[config.mk]
export PLATFORM = sky130hd
export DESIGN_NAME = aer_cfg
export DESIGN_NICKNAME = d
export VERILOG_FILES = /design/src/hdl/aer_pkg.sv /design/src/hdl/aer_cfg.sv
export SDC_FILE = /design/constraint.sdc
export NUM_CORES = 2
export LEC_CHECK = 0
export BUFFER_PORTS_ARGS = -buffer_cell sky130_fd_sc_hd__buf_4
export CORE_ASPECT_RATIO = 1.4
export CORE_UTILIZATION = 45
export CTS_CLUSTER_DIAMETER = 40
export DETAILED_ROUTE_END_ITERATION = 8
export SETUP_SLACK_MARGIN = 0.2
export SLEW_MARGIN = 0
export SYNTH_ARGS = -nofsm -noshare
export SYNTH_HDL_FRONTEND = slang
export SYNTH_SLANG_ARGS = --single-unit
[constraint.sdc]
create_clock -name clk_i -period 13.45 [get_ports clk_i]
set_input_delay 4.035 -clock clk_i [delete_from_list [all_inputs] [get_ports clk_i]]
set_output_delay 4.035 -clock clk_i [all_outputs]
set_load 0.05 [all_outputs]
[src/hdl/aer_pkg.sv]
`timescale 1ns / 1ps
`default_nettype none
// ----------------------------------------------------------------------------
// Azimuth-elevation rotation package
// Shared widths, register indexes, mode codes and pipeline control types.
// ----------------------------------------------------------------------------
package aer_pkg;

  // Coordinate format and trig format.
  localparam int unsigned CoordWidth   = 32;
  localparam int unsigned FracBits     = 16;
  localparam int unsigned TrigWidth    = 16;
  localparam int unsigned TrigFrac     = 14;
  localparam int unsigned CoefWidth    = 32;
  localparam int unsigned ScaleWidth   = 32;
  localparam int unsigned ScaleFrac    = 16;
  localparam int unsigned ModeWidth    = 2;

  // Configuration port.
  localparam int unsigned CfgIdxWidth  = 3;
  localparam int unsigned CfgDataWidth = 32;

  // Datapath widths: products, row sums and the scaled value.
  localparam int unsigned ProdWidth    = CoordWidth + CoefWidth;
  localparam int unsigned SumWidth     = ProdWidth;
  localparam int unsigned HiWidth      = SumWidth - ScaleWidth;
  localparam int unsigned HiProdWidth  = HiWidth + ScaleWidth + 1;
  localparam int unsigned LoProdWidth  = 2 * ScaleWidth;
  localparam int unsigned FullWidth    = SumWidth + ScaleWidth + 1;
  localparam int unsigned ProductShift = 2 * TrigFrac + ScaleFrac;
  localparam int unsigned ShiftWidth   = FullWidth - ProductShift;
  localparam int unsigned RoundWidth   = ShiftWidth + 1;

  // Pipeline layout.
  localparam int unsigned NumAxes   = 3;
  localparam int unsigned NumStages = 6;
  localparam int unsigned StIn      = 0;
  localparam int unsigned StProd    = 1;
  localparam int unsigned StSum     = 2;
  localparam int unsigned StPart    = 3;
  localparam int unsigned StComb    = 4;
  localparam int unsigned StOut     = 5;

  typedef logic signed [CoordWidth-1:0] coord_t;
  typedef logic signed [CoefWidth-1:0]  coef_t;
  typedef logic signed [SumWidth-1:0]   sum_t;

  // Register reset values (identity transform, unit scale).
  localparam logic signed [TrigWidth-1:0] TrigOne   = TrigWidth'(1) << TrigFrac;
  localparam logic [ScaleWidth-1:0]       ScaleOne  = ScaleWidth'(1) << ScaleFrac;
  localparam coef_t                       CoefOne   = coef_t'(1) <<< (2 * TrigFrac);

  // Output range limits.
  localparam coord_t MaxCoord = {1'b0, {(CoordWidth-1){1'b1}}};
  localparam coord_t MinCoord = {1'b1, {(CoordWidth-1){1'b0}}};

  // Configuration register indexes.
  typedef enum logic [CfgIdxWidth-1:0] {
    RegCosAz   = 0,
    RegSinAz   = 1,
    RegCosEl   = 2,
    RegSinEl   = 3,
    RegInvCell = 4,
    RegMode    = 5,
    RegRound   = 6
  } aer_reg_e;

  // Rotation modes; the unused code behaves as planar.
  typedef enum logic [ModeWidth-1:0] {
    ModeFwd    = 0,
    ModeInv    = 1,
    ModePlanar = 2
  } aer_mode_e;

  // Per-stage load strobes from the pipeline control.
  typedef struct packed {
    logic ld_in;
    logic ld_prod;
    logic ld_sum;
    logic ld_part;
    logic ld_comb;
    logic ld_out;
  } aer_en_t;

  // Settings used by the scaling lanes and the output stage.
  typedef struct packed {
    logic [ScaleWidth-1:0] inv_cell_size;
    logic                  round_en;
    logic                  planar;
  } aer_ctrl_t;

endpackage
`default_nettype wire

[src/hdl/aer_cfg.sv]
`timescale 1ns / 1ps
`default_nettype none
// ----------------------------------------------------------------------------
// Configuration registers and coefficient matrix
// Holds the software-written registers and keeps a registered 3x3 matrix of
// Q.28 coefficients built from the sine and cosine values.
// ----------------------------------------------------------------------------
module aer_cfg import aer_pkg::*; (
  input  wire                    clk_i,
  input  wire                    rst_ni,
  input  wire                    cfg_we_i,
  input  wire [CfgIdxWidth-1:0]  cfg_idx_i,
  input  wire [CfgDataWidth-1:0] cfg_wdata_i,
  output coef_t                  coef_o [NumAxes][NumAxes],
  output aer_ctrl_t              ctrl_o
);

  logic signed [TrigWidth-1:0] cos_az_q, sin_az_q, cos_el_q, sin_el_q;
  logic [ScaleWidth-1:0]       inv_cell_q;
  logic [ModeWidth-1:0]        mode_q;
  logic                        round_q;

  logic signed [2*TrigWidth-1:0] ce_ca, ce_sa, se_ca, se_sa;
  coef_t ca_one, sa_one, ce_one, se_one;
  coef_t coef_d [NumAxes][NumAxes];
  coef_t coef_q [NumAxes][NumAxes];
  logic  inverse;

  // Register writes.
  always_ff @(posedge clk_i or negedge rst_ni) begin
    if (!rst_ni) begin
      cos_az_q   <= TrigOne;
      sin_az_q   <= '0;
      cos_el_q   <= TrigOne;
      sin_el_q   <= '0;
      inv_cell_q <= ScaleOne;
      mode_q     <= ModeFwd;
      round_q    <= 1'b0;
    end else if (cfg_we_i) begin
      unique case (cfg_idx_i)
        RegCosAz:   cos_az_q   <= cfg_wdata_i[TrigWidth-1:0];
        RegSinAz:   sin_az_q   <= cfg_wdata_i[TrigWidth-1:0];
        RegCosEl:   cos_el_q   <= cfg_wdata_i[TrigWidth-1:0];
        RegSinEl:   sin_el_q   <= cfg_wdata_i[TrigWidth-1:0];
        RegInvCell: inv_cell_q <= cfg_wdata_i[ScaleWidth-1:0];
        RegMode:    mode_q     <= cfg_wdata_i[ModeWidth-1:0];
        RegRound:   round_q    <= cfg_wdata_i[0];
        default: begin
        end
      endcase
    end
  end

  // Coefficients: trig products kept whole, single trig values scaled up.
  always_comb begin
    ce_ca   = cos_el_q * cos_az_q;
    ce_sa   = cos_el_q * sin_az_q;
    se_ca   = sin_el_q * cos_az_q;
    se_sa   = sin_el_q * sin_az_q;
    ca_one  = coef_t'(cos_az_q) <<< TrigFrac;
    sa_one  = coef_t'(sin_az_q) <<< TrigFrac;
    ce_one  = coef_t'(cos_el_q) <<< TrigFrac;
    se_one  = coef_t'(sin_el_q) <<< TrigFrac;
    inverse = (mode_q == ModeInv);

    coef_d[0][0] = coef_t'(ce_ca);
    coef_d[1][1] = ca_one;
    coef_d[2][2] = ce_one;
    if (inverse) begin
      coef_d[0][1] = -sa_one;
      coef_d[0][2] = -coef_t'(se_ca);
      coef_d[1][0] = coef_t'(ce_sa);
      coef_d[1][2] = -coef_t'(se_sa);
      coef_d[2][0] = se_one;
      coef_d[2][1] = '0;
    end else begin
      coef_d[0][1] = coef_t'(ce_sa);
      coef_d[0][2] = se_one;
      coef_d[1][0] = -sa_one;
      coef_d[1][2] = '0;
      coef_d[2][0] = -coef_t'(se_ca);
      coef_d[2][1] = -coef_t'(se_sa);
    end
  end

  // The matrix follows the registers in the next cycle; items reach the
  // multipliers only after their input stage, so a fresh write is seen.
  always_ff @(posedge clk_i or negedge rst_ni) begin
    if (!rst_ni) begin
      for (int j = 0; j < NumAxes; j++) begin
        for (int i = 0; i < NumAxes; i++) begin
          coef_q[j][i] <= (i == j) ? CoefOne : '0;
        end
      end
    end else begin
      coef_q <= coef_d;
    end
  end

  assign coef_o = coef_q;

  assign ctrl_o.inv_cell_size = inv_cell_q;
  assign ctrl_o.round_en      = round_q;
  assign ctrl_o.planar        = (mode_q != ModeFwd) && (mode_q != ModeInv);

endmodule
`default_nettype wire

# After elaboration in Yosys (flattened, before gate mapping)
# Index checks and enable logic that the tools add are counted.
# totals
regBits	355
# op_classes
add_sub_neg	3
multipliers	4
eq_ne	8
mux	2
reduce_logical	10
# op_table
cell	count
$mux W96	2
$mul A16 B16 Y32	4
$neg A32 Y32	2
$neg A30 Y32	1
$reduce_and A2 Y1	7
$eq A3 B3 Y1 const B	3
$eq A3 B2 Y1 const B	2
$eq A3 B1 Y1 const B	1
$logic_not A3 Y1	1
$eq A2 B1 Y1 const B	1
$ne A2 B1 Y1 const B	1
$reduce_bool A2 Y1	1
$logic_and A1 B1 Y1	1

# Depth between registers and ports, before layout
# depth
word_depth	3
mapped_depth	26
depth_no_buf	23

# Worst setup path before layout
# No wires, ideal clock.
# synth_timing
path_type	reg2reg
from	reg sin_el_q[15]
to	reg coef_q (netlist bit coef_o[127])
setup_time_ns	0.135
t_arrival_ns	6.336
required_time_ns	13.315
setup_slack_ns	6.979
stages_incl_launch_ff	27
n_path_buf	4
period_less_slack_ns	6.471
cell_sequence	dfrtp_1 clkbuf_1 clkbuf_1 clkbuf_1 nand2_1 fa_1 inv_1 fa_1 inv_1 fa_1 inv_1 fa_1 inv_1 fa_1 inv_1 fa_1 inv_1 ha_1 clkbuf_1 a21oi_1 nor2_1 nor2_1 o21ai_0 or3_1 a21oi_1 a21oi_1 o211ai_1
# synth_lines
item	line	rtl
start: declaration	aer_cfg.sv:18	logic signed [TrigWidth-1:0] cos_az_q, sin_az_q, cos_el_q, sin_el_q;
start signal: assignment	aer_cfg.sv:44	RegSinEl: sin_el_q <= cfg_wdata_i[TrigWidth-1:0];
end signal: indexed assignment	aer_cfg.sv:92	coef_q[j][i] <= (i == j) ? CoefOne : '0;
end signal: assignment	aer_cfg.sv:96	coef_q <= coef_d;
end: declaration	aer_cfg.sv:26	coef_t coef_q [NumAxes][NumAxes];

==> flow_results.org <==
** Synth
- EDFF count, synth :: 0
- For this run, the leading register cell type out of synthesis is sky130_fd_sc_hd__dfrtp_1.
- Main combinational cell family by area after synthesis :: adder cells
- By area the synthesized netlist is led by sky130_fd_sc_hd__fa_1 (40%), sky130_fd_sc_hd__dfrtp_1 (17%), sky130_fd_sc_hd__ha_1 (8.8%), sky130_fd_sc_hd__inv_1 (8.4%), sky130_fd_sc_hd__and2_1 (5.6%).
- Fraction of the mapped netlist area in compound gates :: 0.0473
- Part of the Yosys area used for sequential elements :: 0.171
- Of the total synthesized cell area, the portion taken by full adders, half adders and majority gates is 0.489.
- Synthesized netlist cell count :: ~5300
- Cell area after synthesis :: 0.0520 mm^2
- Number of synthesized register bits :: roughly 360
- Simple-gate area share of the yosys netlist :: 0.136
- Mean cell area of the mapped netlist :: just under 10 um^2
- Top cells by instance count after synthesis :: sky130_fd_sc_hd__inv_1 (1167), sky130_fd_sc_hd__fa_1 (1040), sky130_fd_sc_hd__nand2_1 (626)
- By instance count, the leading cell after synthesis is sky130_fd_sc_hd__inv_1.
- Most area-hungry cell type in the Yosys netlist :: sky130_fd_sc_hd__fa_1
- XOR/XNOR share of the synthesized area :: 0.0274
- The share of synthesized area in the top cell type comes to 0.400.
- Number of warnings reported in the yosys synthesis log :: 0
- Counting distinct cell types in the post-synthesis netlist gives 76.
- The portion of synthesized area spent on multiplexers is 0.0210.
- For this run, asynchronously set or reset flops after synthesis account for 1.00.

** Floorplanning
- Core area :: between 0.1 and 0.15 mm^2
- Number of rows in the core area :: about 150
- Die footprint :: between 0.1 and 0.15 mm^2
- 360 I/O pins were placed.
- Floorplan die height :: 404 um
- Horizontal die dimension :: 289 um
- Initial standard-cell utilization of the core :: 0.454

** Clocking
- Worst-case clock buffer depth :: 3
- TritonCTS built the clock tree.
- Clk Latency, worst-skew pair :: 0.67 ns
- The number of clock buffers added by TritonCTS is 66.
- The clock drives approximately 360 sinks.
- After clock tree synthesis, the clock-pin slew on the worst setup and hold paths is about 0.050 ns.
- The H-tree generated during clock tree synthesis spans 3 levels.
- For this design, the CTS-stage hold fixing added 0 buffers.
- After clock tree synthesis, the setup repair step added 0 buffers.
- Post-cts gate resize count :: 0
- Root Buffer :: sky130_fd_sc_hd__clkbuf_16

** Routing
- The routed layout has about 36000 vias.
- Number of violations reported at the end of detailed-routing iteration 0 :: ~1400
- Dividing the detail-routed wire length by the instance count gives ~20 um.
- Via/cell ratio :: between 5 and 6
- Wire length reported by the detailed router :: ~140 mm
- DRC :: 0
- Count of nets left with antenna violations after detail routing :: 0
- The pre-antenna-repair detailed-routing pass consisted of 5 iterations.

** Timing
- For the pin with the worst max-slew slack, the measured transition is around 1.4 ns.
- The max-slew violation total from the final report is 0.
- Of the available clock period, the critical path in the final layout requires 0.591.
- Shortest clock period the worst path allows after layout :: about 7.9 ns
- Setup repair after global routing left no endpoint under its margin.
- Across the routed clock network, the largest skew measured is approximately 0.034 ns.
- The final hold violation count came to 0.
- Final Setup Violations :: 0
- Worst slew margin relative to its limit :: 0.0813
- Final TNS setup :: 0 ns
- Maximum achievable frequency :: between 100 and 150 MHz

** Run
- Number of max-cap violations :: 0

** Setup path
- The worst setup path is launched from a flop.
- Critical path class :: flop to flop
- For the worst setup path, the data required time is approximately 14 ns.
- In this run the worst path has a maximum fanout of 25.
- CP endpoint kind :: flop
- For the worst setup path, the data arrival time is about 8.5 ns.

** Layout
- Post-synthesis to final-layout area growth :: 11.6%
- Fraction of final layout cells with drive strength greater than 1 :: 0.117
- Area of all placed cells without fillers :: ~0.058 mm^2
- Number of standard cells in the final layout excluding fillers :: between 7000 and 8000
- At the end of the flow the core is filled with cells to 0.507.
- Final net count :: 6979

** Global routing
- Largest net degree at the start of global routing :: between 100 and 150
- Initial antenna violation count :: 6
- Global-route wire length before repair :: 221 mm
- Aggregate global-route resource usage :: 0.249
- The total overflow left after global routing is 0.
- The via count of the first global-routing pass is around 40000.

** Place
- In this run the tool buffered the top-level ports with about 330 buffer cells.
- At the end of routability-driven placement, the weighted congestion stood at approximately 0.96.
- The placed instances occupy a cell area of about 0.056 mm^2.
- Half-perimeter wire length after placement :: about 110 mm
- Cell count after placement :: roughly 7000

** Min path
- Type of the worst min-delay path :: flop to flop

** Run status
- The run finished with clean final reports.
-- final timing paths --
path	startpoint	end	slack (ns)	depth (start not counted)
min in group asynchronous	rst_ni	coef_o[99]	3.39	1
max reg2reg	sin_az_q[7]	coef_o[255]	5.50	22
min	inv_cell_q[11]	inv_cell_q[11]	0.50	1
max	sin_az_q[7]	coef_o[255]	5.50	22
min reg2reg	inv_cell_q[11]	inv_cell_q[11]	0.50	1
max in group asynchronous	rst_ni	cos_az_q[12]	8.13	3
-- state kept, by name, summed over array words and instances (netlist names) --
signal,flops
coef_o,256
inv_cell_q,32
cos_az_q,16
cos_el_q,16
sin_az_q,16
sin_el_q,16
mode_q,2
round_q,1
-- worst max-delay path, cell delays in order (launching register included) --
cell and delay [ns]:
sky130_fd_sc_hd__dfrtp_1 0.77, sky130_fd_sc_hd__buf_4 0.49, sky130_fd_sc_hd__nand2_1 0.14, sky130_fd_sc_hd__fa_1 0.55, sky130_fd_sc_hd__inv_1 0.05, sky130_fd_sc_hd__fa_1 0.50
sky130_fd_sc_hd__inv_1 0.06, sky130_fd_sc_hd__fa_1 0.54, sky130_fd_sc_hd__inv_1 0.05, sky130_fd_sc_hd__fa_1 0.38, sky130_fd_sc_hd__fa_1 0.54, sky130_fd_sc_hd__inv_1 0.06
sky130_fd_sc_hd__fa_1 0.49, sky130_fd_sc_hd__inv_1 0.05, sky130_fd_sc_hd__ha_1 0.34, sky130_fd_sc_hd__a21oi_1 0.79, sky130_fd_sc_hd__o211ai_1 0.49, sky130_fd_sc_hd__a31oi_1 0.38
sky130_fd_sc_hd__o21ai_2 0.20, sky130_fd_sc_hd__a2111oi_0 0.42, sky130_fd_sc_hd__nor3_1 0.12, sky130_fd_sc_hd__xnor2_1 0.25, sky130_fd_sc_hd__a21oi_1 0.10
-- per-stage QoR --
stage | hold WS (ns) | setup slack (ns)
2_1_floorplan | 0.379 | 6.98
3_3_place_gp | 0.489 | 5.68
3_5_place_dp | 0.495 | 5.63
4_1_cts | 0.507 | 5.58
5_1_grt | 0.510 | 5.18
6_report | 0.505 | 5.50
-- cells by family (layout without fill, tap and decap cells) --
family	after synthesis	count (layout)
AOI/OAI and AO/OA	384	384
other	1	30
adders and majority gates	1407	1407
and+or+nand+nor	1457	1457
DFF	355	355
muxes	97	97
xor gates and xnor gates	162	162
buffers and inverters	1470	1694
-- routing by layer --
layer / routed length [um] / up-vias / track usage
li1: - / 16100 / -
met1: 50600 / 18700 / 0.277
met2: 75500 / 969 / 0.462
met3: 6720 / 316 / 0.0329
met4: 6680 / 2 / 0.119
met5: 14 / - / 0
-- area by class of cell --
type / instances / area [um^2]
Antenna cell: 2 / 5.00
Fill cell: 10700 / 56500
Clock buffer: 84 / 1790
Multi-Input combinational cell: 3535 / 37600
Timing Repair Buffer: 408 / 3080
Clock inverter: 34 / 439
Tap cell: 1490 / 1860
Sequential cell: 355 / 8890
Inverter: 1168 / 4380
-- placed cells by master, fill, tap and decap left out, drive strengths merged, types with 8 or more instances in the layout --
| cell type | count |
|---|---|
| clkbuf | 84 |
| a21oi | 107 |
| nor2 | 199 |
| inv | 1183 |
| a31oi | 12 |
| fa | 1040 |
| or3 | 9 |
| ha | 367 |
| nand3 | 25 |
| and3 | 13 |
| buf | 408 |
| nand2 | 626 |
| nand3b | 8 |
| a211oi | 9 |
| o21a | 23 |
| conb | 28 |
| xnor2 | 105 |
| nor3 | 31 |
| o211ai | 9 |
| o21bai | 19 |
| a21o | 48 |
| clkinv | 10 |
| xor2 | 57 |
| nand2b | 24 |
| and2 | 470 |
| mux2 | 97 |
| nand4 | 11 |
| dfrtp | 349 |
| o21ai | 112 |
| nor2b | 12 |
Power is left out: the tool's default activity adds up to more than one toggle a clock period on the data nets, which glitch-free logic cannot reach.
